File: src/rtl/tcpc_pkg.sv
// shared types, constants and codes for the text console put-char unit
// no dependencies
`default_nettype none

package tcpc_pkg;

	localparam int COLUMNS  = 80;
	localparam int ROWS     = 25;
	localparam int CELLS    = ROWS * COLUMNS;
	localparam int SCR_LEN  = (ROWS - 1) * COLUMNS;
	localparam int TAB_STOP = 8;

	localparam int ADDR_W = $clog2(CELLS);
	localparam int COL_W  = $clog2(COLUMNS + TAB_STOP);
	localparam int ROW_W  = $clog2(ROWS + 1);
	localparam int OUT_W  = 11;

	localparam logic [7:0] RESET_ATTR = 8'h0F;
	localparam logic [7:0] BLANK_CHAR = 8'h20;
	localparam logic [7:0] CH_BS      = 8'h08;
	localparam logic [7:0] CH_TAB     = 8'h09;
	localparam logic [7:0] CH_LF      = 8'h0A;
	localparam logic [7:0] CH_CR      = 8'h0D;

	localparam logic KIND_PUT   = 1'b0;
	localparam logic KIND_CLEAR = 1'b1;

	// store operation codes
	localparam logic [1:0] ST_WRITE  = 2'd0;
	localparam logic [1:0] ST_SCROLL = 2'd1;
	localparam logic [1:0] ST_FILL   = 2'd2;

	typedef struct packed {
		logic       kind;
		logic [7:0] character;
	} put_item_t;

	typedef struct packed {
		logic [OUT_W-1:0] cursor_position;
		logic             cell_written;
		logic [OUT_W-1:0] cell_address;
		logic [15:0]      cell_value;
		logic             scrolled;
	} result_t;

	typedef struct packed {
		logic              valid;
		logic [1:0]        op;
		logic [ADDR_W-1:0] addr;
		logic [15:0]       data;
	} store_cmd_t;

endpackage

`default_nettype wire

File: src/rtl/tcpc_store.sv
// cell store: 2-d character memory with write, scroll-up and fill sweeps
// depends on tcpc_pkg
`default_nettype none

module tcpc_store
	import tcpc_pkg::*;
(
	input  wire logic       clk,
	input  wire logic       arst_n,
	input  wire store_cmd_t cmd,
	output logic            store_busy
);

	localparam logic [1:0] M_IDLE   = 2'd0;
	localparam logic [1:0] M_SCROLL = 2'd1;
	localparam logic [1:0] M_FILL   = 2'd2;

	logic [15:0]       mem [CELLS];
	logic [1:0]        mode_q;
	logic [ADDR_W-1:0] wr_ptr_q;
	logic [ADDR_W-1:0] rd_ptr_q;
	logic              rd_more_q;
	logic              cp_valid_q;
	logic [15:0]       rd_data_q;
	logic [15:0]       blank_q;

	logic              we;
	logic [ADDR_W-1:0] waddr;
	logic [15:0]       wdata;
	logic              re;

	assign store_busy = (mode_q != M_IDLE);

	always_comb begin
		we    = 1'b0;
		waddr = wr_ptr_q;
		wdata = blank_q;
		re    = 1'b0;
		case (mode_q)
			M_IDLE: begin
				if (cmd.valid && cmd.op == ST_WRITE) begin
					we    = 1'b1;
					waddr = cmd.addr;
					wdata = cmd.data;
				end
			end
			M_SCROLL: begin
				re = rd_more_q;
				if (cp_valid_q) begin
					we    = 1'b1;
					wdata = rd_data_q;
				end
			end
			M_FILL: begin
				we = 1'b1;
			end
			default: begin
				we = 1'b0;
			end
		endcase
	end

	always_ff @(posedge clk) begin
		if (we) begin
			mem[waddr] <= wdata;
		end
	end

	always_ff @(posedge clk) begin
		if (re) begin
			rd_data_q <= mem[rd_ptr_q];
		end
	end

	always_ff @(posedge clk or negedge arst_n) begin
		if (!arst_n) begin
			mode_q     <= M_FILL;
			wr_ptr_q   <= '0;
			rd_ptr_q   <= '0;
			rd_more_q  <= 1'b0;
			cp_valid_q <= 1'b0;
			blank_q    <= {RESET_ATTR, BLANK_CHAR};
		end else begin
			case (mode_q)
				M_IDLE: begin
					if (cmd.valid && cmd.op == ST_SCROLL) begin
						mode_q     <= M_SCROLL;
						wr_ptr_q   <= '0;
						rd_ptr_q   <= ADDR_W'(COLUMNS);
						rd_more_q  <= 1'b1;
						cp_valid_q <= 1'b0;
						blank_q    <= cmd.data;
					end else if (cmd.valid && cmd.op == ST_FILL) begin
						mode_q   <= M_FILL;
						wr_ptr_q <= '0;
						blank_q  <= cmd.data;
					end
				end
				M_SCROLL: begin
					cp_valid_q <= rd_more_q;
					if (rd_more_q) begin
						if (rd_ptr_q == ADDR_W'(CELLS - 1)) begin
							rd_more_q <= 1'b0;
						end else begin
							rd_ptr_q <= rd_ptr_q + 1'b1;
						end
					end
					if (cp_valid_q) begin
						wr_ptr_q <= wr_ptr_q + 1'b1;
						if (!rd_more_q) begin
							mode_q <= M_FILL;
						end
					end
				end
				M_FILL: begin
					if (wr_ptr_q == ADDR_W'(CELLS - 1)) begin
						mode_q <= M_IDLE;
					end else begin
						wr_ptr_q <= wr_ptr_q + 1'b1;
					end
				end
				default: begin
					mode_q <= M_IDLE;
				end
			endcase
		end
	end

endmodule

`default_nettype wire

File: src/rtl/text_console_put_char_unit.sv
// text console put-char unit: cursor sequencer, attribute register, result output
// depends on tcpc_pkg and tcpc_store
// printable or control byte without scroll: item passes the decode, wrap and report states, strobe registered in report
// scroll adds a store sweep (one cell copied or blanked per store cycle)
// clear item waits for a fill sweep over all cells; the strobe cannot be held off
// after reset the store is blanked by a fill sweep with busy high
`default_nettype none

module text_console_put_char_unit
	import tcpc_pkg::*;
(
	input  wire logic       clk,
	input  wire logic       arst_n,
	input  wire logic       cfg_valid,
	output logic            cfg_ready,
	input  wire logic [7:0] cfg_data,
	input  wire logic       start,
	output logic            busy,
	input  wire put_item_t  item,
	output logic            done,
	output result_t         result
);

	localparam logic [2:0] S_IDLE   = 3'd0;
	localparam logic [2:0] S_DECODE = 3'd1;
	localparam logic [2:0] S_WRAP   = 3'd2;
	localparam logic [2:0] S_WAIT   = 3'd3;
	localparam logic [2:0] S_REPORT = 3'd4;

	logic [2:0]       state_q;
	put_item_t        item_q;
	logic [7:0]       attr_q;
	logic [COL_W-1:0] col_q;
	logic [ROW_W-1:0] row_q;
	logic             done_q;
	result_t          result_q;

	store_cmd_t        cmd;
	logic              store_busy;
	logic [15:0]       blank;
	logic [ADDR_W-1:0] lin_pos;
	logic              printable;
	logic [COL_W-1:0]  col_n;
	logic [ROW_W-1:0]  row_n;
	logic [COL_W-1:0]  tab_sum;
	logic              wrap;
	logic [ROW_W-1:0]  row_w;
	logic              scroll;

	tcpc_store u_store (
		.clk        (clk),
		.arst_n     (arst_n),
		.cmd        (cmd),
		.store_busy (store_busy)
	);

	assign cfg_ready = 1'b1;
	assign busy      = (state_q != S_IDLE) || store_busy;
	assign done      = done_q;
	assign result    = result_q;
	assign blank     = {attr_q, BLANK_CHAR};
	assign lin_pos   = ADDR_W'(row_q) * ADDR_W'(COLUMNS) + ADDR_W'(col_q);

	assign printable = (item_q.character != CH_BS) && (item_q.character != CH_TAB)
		&& (item_q.character != CH_CR) && (item_q.character != CH_LF);

	assign tab_sum = col_q + COL_W'(TAB_STOP);

	always_comb begin
		col_n = col_q;
		row_n = row_q;
		case (item_q.character)
			CH_BS: begin
				if (col_q != '0) begin
					col_n = col_q - 1'b1;
				end
			end
			CH_TAB: begin
				col_n = tab_sum & ~COL_W'(TAB_STOP - 1);
			end
			CH_CR: begin
				col_n = '0;
			end
			CH_LF: begin
				col_n = '0;
				row_n = row_q + 1'b1;
			end
			default: begin
				col_n = col_q + 1'b1;
			end
		endcase
	end

	assign wrap   = (col_q >= COL_W'(COLUMNS));
	assign row_w  = wrap ? row_q + 1'b1 : row_q;
	assign scroll = (row_w >= ROW_W'(ROWS));

	always_comb begin
		cmd       = '0;
		cmd.addr  = lin_pos;
		cmd.data  = blank;
		case (state_q)
			S_DECODE: begin
				if (item_q.kind == KIND_CLEAR) begin
					cmd.valid = 1'b1;
					cmd.op    = ST_FILL;
				end else if (printable) begin
					cmd.valid = 1'b1;
					cmd.op    = ST_WRITE;
					cmd.data  = {attr_q, item_q.character};
				end
			end
			S_WRAP: begin
				if (scroll) begin
					cmd.valid = 1'b1;
					cmd.op    = ST_SCROLL;
				end
			end
			default: begin
				cmd.valid = 1'b0;
			end
		endcase
	end

	always_ff @(posedge clk or negedge arst_n) begin
		if (!arst_n) begin
			attr_q <= RESET_ATTR;
		end else if (cfg_valid && cfg_ready) begin
			attr_q <= cfg_data;
		end
	end

	always_ff @(posedge clk or negedge arst_n) begin
		if (!arst_n) begin
			state_q  <= S_IDLE;
			item_q   <= '0;
			col_q    <= '0;
			row_q    <= '0;
			done_q   <= 1'b0;
			result_q <= '0;
		end else begin
			done_q <= 1'b0;
			case (state_q)
				S_IDLE: begin
					if (start && !busy) begin
						item_q  <= item;
						state_q <= S_DECODE;
					end
				end
				S_DECODE: begin
					result_q.scrolled <= 1'b0;
					if (item_q.kind == KIND_CLEAR) begin
						col_q                 <= '0;
						row_q                 <= '0;
						result_q.cell_written <= 1'b0;
						result_q.cell_address <= '0;
						result_q.cell_value   <= '0;
						state_q               <= S_WAIT;
					end else begin
						col_q                 <= col_n;
						row_q                 <= row_n;
						result_q.cell_written <= printable;
						result_q.cell_address <= printable ? OUT_W'(lin_pos) : '0;
						result_q.cell_value   <= printable ? {attr_q, item_q.character} : '0;
						state_q               <= S_WRAP;
					end
				end
				S_WRAP: begin
					if (wrap) begin
						col_q <= '0;
					end
					row_q             <= scroll ? ROW_W'(ROWS - 1) : row_w;
					result_q.scrolled <= scroll;
					state_q           <= scroll ? S_WAIT : S_REPORT;
				end
				S_WAIT: begin
					if (!store_busy) begin
						state_q <= S_REPORT;
					end
				end
				S_REPORT: begin
					result_q.cursor_position <= OUT_W'(lin_pos);
					done_q                   <= 1'b1;
					state_q                  <= S_IDLE;
				end
				default: begin
					state_q <= S_IDLE;
				end
			endcase
		end
	end

	// strobe only follows the report step
	a_done_after_report: assert property (@(posedge clk) disable iff (!arst_n)
		done |-> $past(state_q) == S_REPORT)
		else $error("result strobe without report step");

	// accepted item keeps the unit busy
	a_busy_after_accept: assert property (@(posedge clk) disable iff (!arst_n)
		(start && !busy) |=> busy)
		else $error("not busy after accept");

	// cursor inside the screen between items
	a_cursor_in_range: assert property (@(posedge clk) disable iff (!arst_n)
		(state_q == S_IDLE) |-> (row_q < ROW_W'(ROWS)) && (col_q < COL_W'(COLUMNS)))
		else $error("cursor outside screen while idle");

endmodule

`default_nettype wire
File: config.mk
export PLATFORM = sky130hd
export DESIGN_NAME = text_console_put_char_unit
export DESIGN_NICKNAME = d
export VERILOG_FILES = /design/src/rtl/tcpc_pkg.sv /design/src/rtl/tcpc_store.sv /design/src/rtl/text_console_put_char_unit.sv
export SDC_FILE = /design/constraint.sdc
export NUM_CORES = 1
export LEC_CHECK = 0
export ABC_AREA = 1
export BUFFER_PORTS_ARGS = -buffer_cell sky130_fd_sc_hd__buf_2
export CAP_MARGIN = 40
export CORE_UTILIZATION = 60
export CTS_BUF_LIST = sky130_fd_sc_hd__clkbuf_4 sky130_fd_sc_hd__clkbuf_8
export DETAILED_ROUTE_END_ITERATION = 6
export HOLD_SLACK_MARGIN = 0.02
export PLACE_DENSITY = 0.8
export SYNTH_ARGS = -nofsm -noshare
export SYNTH_HDL_FRONTEND = slang
export SYNTH_SLANG_ARGS = --single-unit
File: constraint.sdc
create_clock -name clk -period 3.1 [get_ports clk]
set_input_delay 0.31 -clock clk [delete_from_list [all_inputs] [get_ports clk]]
set_output_delay 0.31 -clock clk [all_outputs]
set_load 0.005 [all_outputs]
# Word-level counts from Yosys, hierarchy flattened
# Cells that the tools add are included.
# op_classes
n_mul,1
mux,46
add_sub_neg,7
n_lt_le_gt_ge,2
reduce_logical,25
eq_ne,31
# op_table
operator,n
$mux 11,8
$pmux 11 s3,1
$eq 8x4->1 const B,4
$ne 8x4->1 const B,4
$mux 28,1
$add 11x1->11 const B,2
$eq 11x11->1 const B,2
$pmux 11 s2,1
$mux 7,3
$pmux 7 s3,1
$mux 5,4
$mux 3,6
$mux 16,1
$pmux 7 s2,1
$ne 2x2->1 const B,6
$pmux 3 s4,1
$reduce_and 4->1,3
$add 11x7->11,1
$mux 2,5
$pmux 5 s2,1
$ne 2x1->1 const B,4
$pmux 1 s2,4
$reduce_and 2->1,4
$add 7x1->7 const B,1
other kinds (27),43
# totals
wordCells,129
regBits,99
output_inout_bits,43

# Logic depth before layout (Yosys ltp)
# depth
ltp_word,12
ltp_mapped,14

# Hierarchy
# A second synthesis with hierarchy kept.
# unflattened
cells_unflattened,699
hier_area_um2,5595.4
# modules_own_cells
module,cells_each,seq_area_each_um2,n_inst,area_each_um2
text_console_put_char_unit,443,1831.8,1,3877.5
tcpc_store,256,651.9,1,1717.9

# Least setup slack after synthesis
# OpenSTA, ideal clock, no wires.
# synth_timing
path_kind,register to register
start,register row_q[1]
end,register result_q (netlist bit result[39])
stages_incl_launch_ff,8
synth_period_minus_slack_ns,2.158
path_buffers,0
arrival_ns,2.022
setup_ns,0.136
slack_ns,0.942
cell_sequence,dfrtp_1 > ha_1 > ha_1 > inv_1 > fa_1 > nor4_1 > xor2_1 > o21ai_0
# synth_between
elab_chain_len,2
# synth_rtl
item,line_no,rtl
"start, declared",text_console_put_char_unit.sv:34,logic [ROW_W-1:0] row_q;
"start signal, assigned",text_console_put_char_unit.sv:161,row_q <= row_n;
"start signal, assigned",text_console_put_char_unit.sv:172,row_q <= scroll ? ROW_W'(ROWS - 1) : row_w;
$mul 5x3->7,text_console_put_char_unit.sv:62,assign lin_pos = ADDR_W'(row_q) * ADDR_W'(COLUMNS) + ADDR_W'(col_q);
$add 11x7->11,text_console_put_char_unit.sv:62,
"end, declared",text_console_put_char_unit.sv:36,result_t result_q;
# No other way between the ends.
# A chain may end at the register's enable or synchronous reset.

# Final worst setup path
# layout_timing
start,register item_q[7] in the netlist's numbering
end,register col_q[6]
# layout_between
elab_chain_len,5
word_cells_on_any_way,10
classes_between,eq/ne: 5; mux: 3; reduce/logical: 2
# layout_rtl
item,line_no,rtl
"start, declared",text_console_put_char_unit.sv:31,put_item_t item_q;
"start signal, assigned",text_console_put_char_unit.sv:146,item_q <= item;
$eq 8x4->1,text_console_put_char_unit.sv:72,case (item_q.character)
$reduce_or 2->1 (no line),-,
$pmux 7 s3,text_console_put_char_unit.sv:72,
$mux 7,text_console_put_char_unit.sv:152,if (item_q.kind == KIND_CLEAR) begin
$pmux 7 s2,text_console_put_char_unit.sv:143,case (state_q)
"end signal, assigned",text_console_put_char_unit.sv:160,col_q <= col_n;
"end, declared",text_console_put_char_unit.sv:33,logic [COL_W-1:0] col_q;
# Several ways; a longest one is shown, not always the timed one.

==> impl_metrics.ini <==
[synth]
avgSynthCellArea_sq_um = 8.02
yosys_warnings = 0
synth_area_leaders = dfrtp_1 43%, nand2_1 13%, o21ai_0 6.2%
synth_flop_cell = dfrtp_1
syn_inst = 677
yosysTopAreaCellShare = 0.433
synth_cell_types = 43
synth_fp_nets = 723
synth_edf_count = 0
synth.cell_area_sq_mm = 0.00543
synthArstFlopShare = 1.00
ys_seq_area_frac = 0.457
ys_top_cells_by_count = 193 x nand2_1, 94 x dfrtp_1, 78 x inv_1
yosysTopAreaCell = dfrtp_1
yosysMostFrequentCell = nand2_1
synth_seq_cells = 99

[die]
initial_core_util = 0.620
io_pins = 64
die-area_sq_mm = 0.00944
rows = 34
die_height_microns = 97.2
design.core.area_sq_mm = 0.00876
die_w_microns = 97.2

[sta]
skew_ns = 0.0121
slew_viol_final = 0
final-setup-viol-count = 0
hold_violations = 0
tightestPinTransition_ns = 0.693
fin_crit_sh = 0.828
layout_setup_ws_ns = 0.535
finalSetupTns_ns = 0
slew_headroom = 0.537
fmax_ghz = 0.390
rsz0062_at_grt = no
period_minus_slack_ns = 2.57

[clocking]
clkTransAtPathRegs_ns = 0.10
htree_levels = 3
cts-hold-fix-buffers = 1
clock_sinks = 99
cts_resized = 0
cts_tree = built
cts_buffer_depth = 2
cts_post_setup_buffers_inserted = 0
root_buffer = clkbuf_8
clk_latency_ns = 0.37
numCtsBuffers = 9

[placed_design]
dp_hpwl_mm = 8.14
io_buffer_count = 62
dpl.cell_count = 833
placed_cell_area_sq_mm = 0.00582
routabilityCongestion = 0.895
pre_cts_ws_ns = 0.591

[finish]
drive_above_1_share = 0.151
fin_area_sq_mm = 0.00602
diodes = 0
area_delta_synth_final_pct = 10.9
final_cells = 850
fin_nets = 783

[global_routing]
grt_pass1_wl_mm = 19.9
antenna_found_initial = 0
first_global_vias = 4436
grt_use_total = 0.254
grt.overflow.total = 0
grt_max_degree = 54

[power_and_ir_drop]
ir_drop_uv = 299
leakagePower_nw = 3.21
power.density_mw_per_mm2 = 359

[worst_setup_path]
critPathSlowestCell = nor2_1
cp.arrival_ns = 2.83
path_cells = inv_1 > nand4_1 > nor2_1 > ha_1 > a21oi_1 > nand2_1 > nand2_1 > nand2_1 > a21oi_1 > inv_1 > nand2_1 > nand3_1 > nand2_1 > nand2_1
path_class = register to register
worst-path-max-fanout = 9
cp.buffers_inverters = 2
required_ns = 3.36
cpPeakStageDelay_ns = 0.55
cp-end-kind = register
worst_path_most_repeated_cell = nand2_1
path_delay_family = simple AND/OR/NAND/NOR gates
start_kind = register

[run]
cap_violations = 0

[route]
wl_mm = 11.3
drcViolationCount = 0
drtAntennaViolNets = 0
via_count = 4657
wl_per_cell_microns = 13.3
dr.pass1.iters = 6
first_iter_violations = 249
vias_per_cell = 5.48

[run_status]
outcome = completed

[hold_path]
hp-class = input port to register
==> cell usage in the layout (no fill, tap or decap), types with 5 or more instances in the layout <==
cell and count:
buf_2 61, dfstp_2 5, a21oi_1 18, nor2_1 36, dfrtp_1 94, nand4_1 21
xor2_1 17, nand2_1 193, inv_1 78, nand3_1 46, nand2_2 9, clkbuf_8 10
ha_1 22, nor3_1 11, o21ai_0 67
==> worst reg2reg max path: cells and delay by family, from the launching register on <==
kind / cells / cell delay, ns
buffers and inverters: 2 / 0.15
flip-flops: 1 / 0.39
AND/OR/NAND/NOR: 9 / 1.18
AO/OA/AOI/OAI: 2 / 0.35
adder cells (fa/ha/maj): 1 / 0.40
==> sequential cells by signal, indices dropped and copies added, names as in the netlist <==
register	cells
u_store.cp_valid_q	1
result	40
u_store.rd_ptr_q	11
state_q	3
attr_q	8
u_store.rd_more_q	1
item_q	9
u_store.mode_q	2
row_q	5
done	1
col_q	7
u_store.wr_ptr_q	11
==> stage by stage <==
stage / utilization / power (W) / hold slack, ns
2_1_floorplan: - / 0.00134 / 0.0144
4_1_cts: 0.687 / 0.00219 / 0.138
6_report: 0.687 / 0.00216 / 0.145
3_5_place_dp: 0.664 / 0.00139 / 0.391
5_1_grt: 0.687 / 0.00225 / 0.146
3_3_place_gp: 0.664 / 0.00138 / 0.374
==> where the power goes <==
group          leakage (nW)  internal (W)   total, W  switching [W]
combinational          1.83     0.0000168  0.0000550      0.0000383
clock                0.0962      0.000329   0.000804       0.000475
sequential             1.29       0.00130    0.00131     0.00000240
==> cell type report <==
cell class              instances  area (sq um)
well taps                     108           135
clock inverters                 6          58.8
repair buffers                 66           358
fillers                       710          2740
multi-input cells             479          2540
inverters                      82           308
flip-flops and latches         99          2480
clock buffers                  10           138
==> path summary, 6_finish.rpt <==
path	cells after the start	slack (ns)	to	start
worst max-delay path	14	0.53	col_q[6]	item_q[7]
worst max register to register	14	0.53	col_q[6]	item_q[7]
worst min-delay path	3	0.14	attr_q[4]	cfg_data[4]
min in group asynchronous	2	0.51	result[25]	arst_n
worst min register to register	2	0.49	result[26]	result[26]
max in group asynchronous	3	1.84	u_store.mode_q[1]	arst_n
==> layer usage <==
layer	up-vias	track usage	part of all wire	routed length (microns)
met5	-	0	0	0
met4	0	0.0838	0.015	170
met3	16	0.0453	0.048	542
met2	117	0.428	0.49	5540
met1	2209	0.334	0.45	5090
li1	2315	-	-	-
==> logic make-up (layout without fill, tap and decap cells) <==
logic type | after synthesis | count (layout) | share of synthesized area
simple gates | 336 | 336 | 0.279
flops | 99 | 99 | 0.457
buf+inv | 99 | 164 | 0.0748
compound gates | 97 | 97 | 0.0947
fa+ha+maj | 25 | 25 | 0.0617
xor+xnor | 20 | 20 | 0.0322
other cells | 1 | 1 | 0.000690
Note: power is estimated with default switching activity, not from simulation.
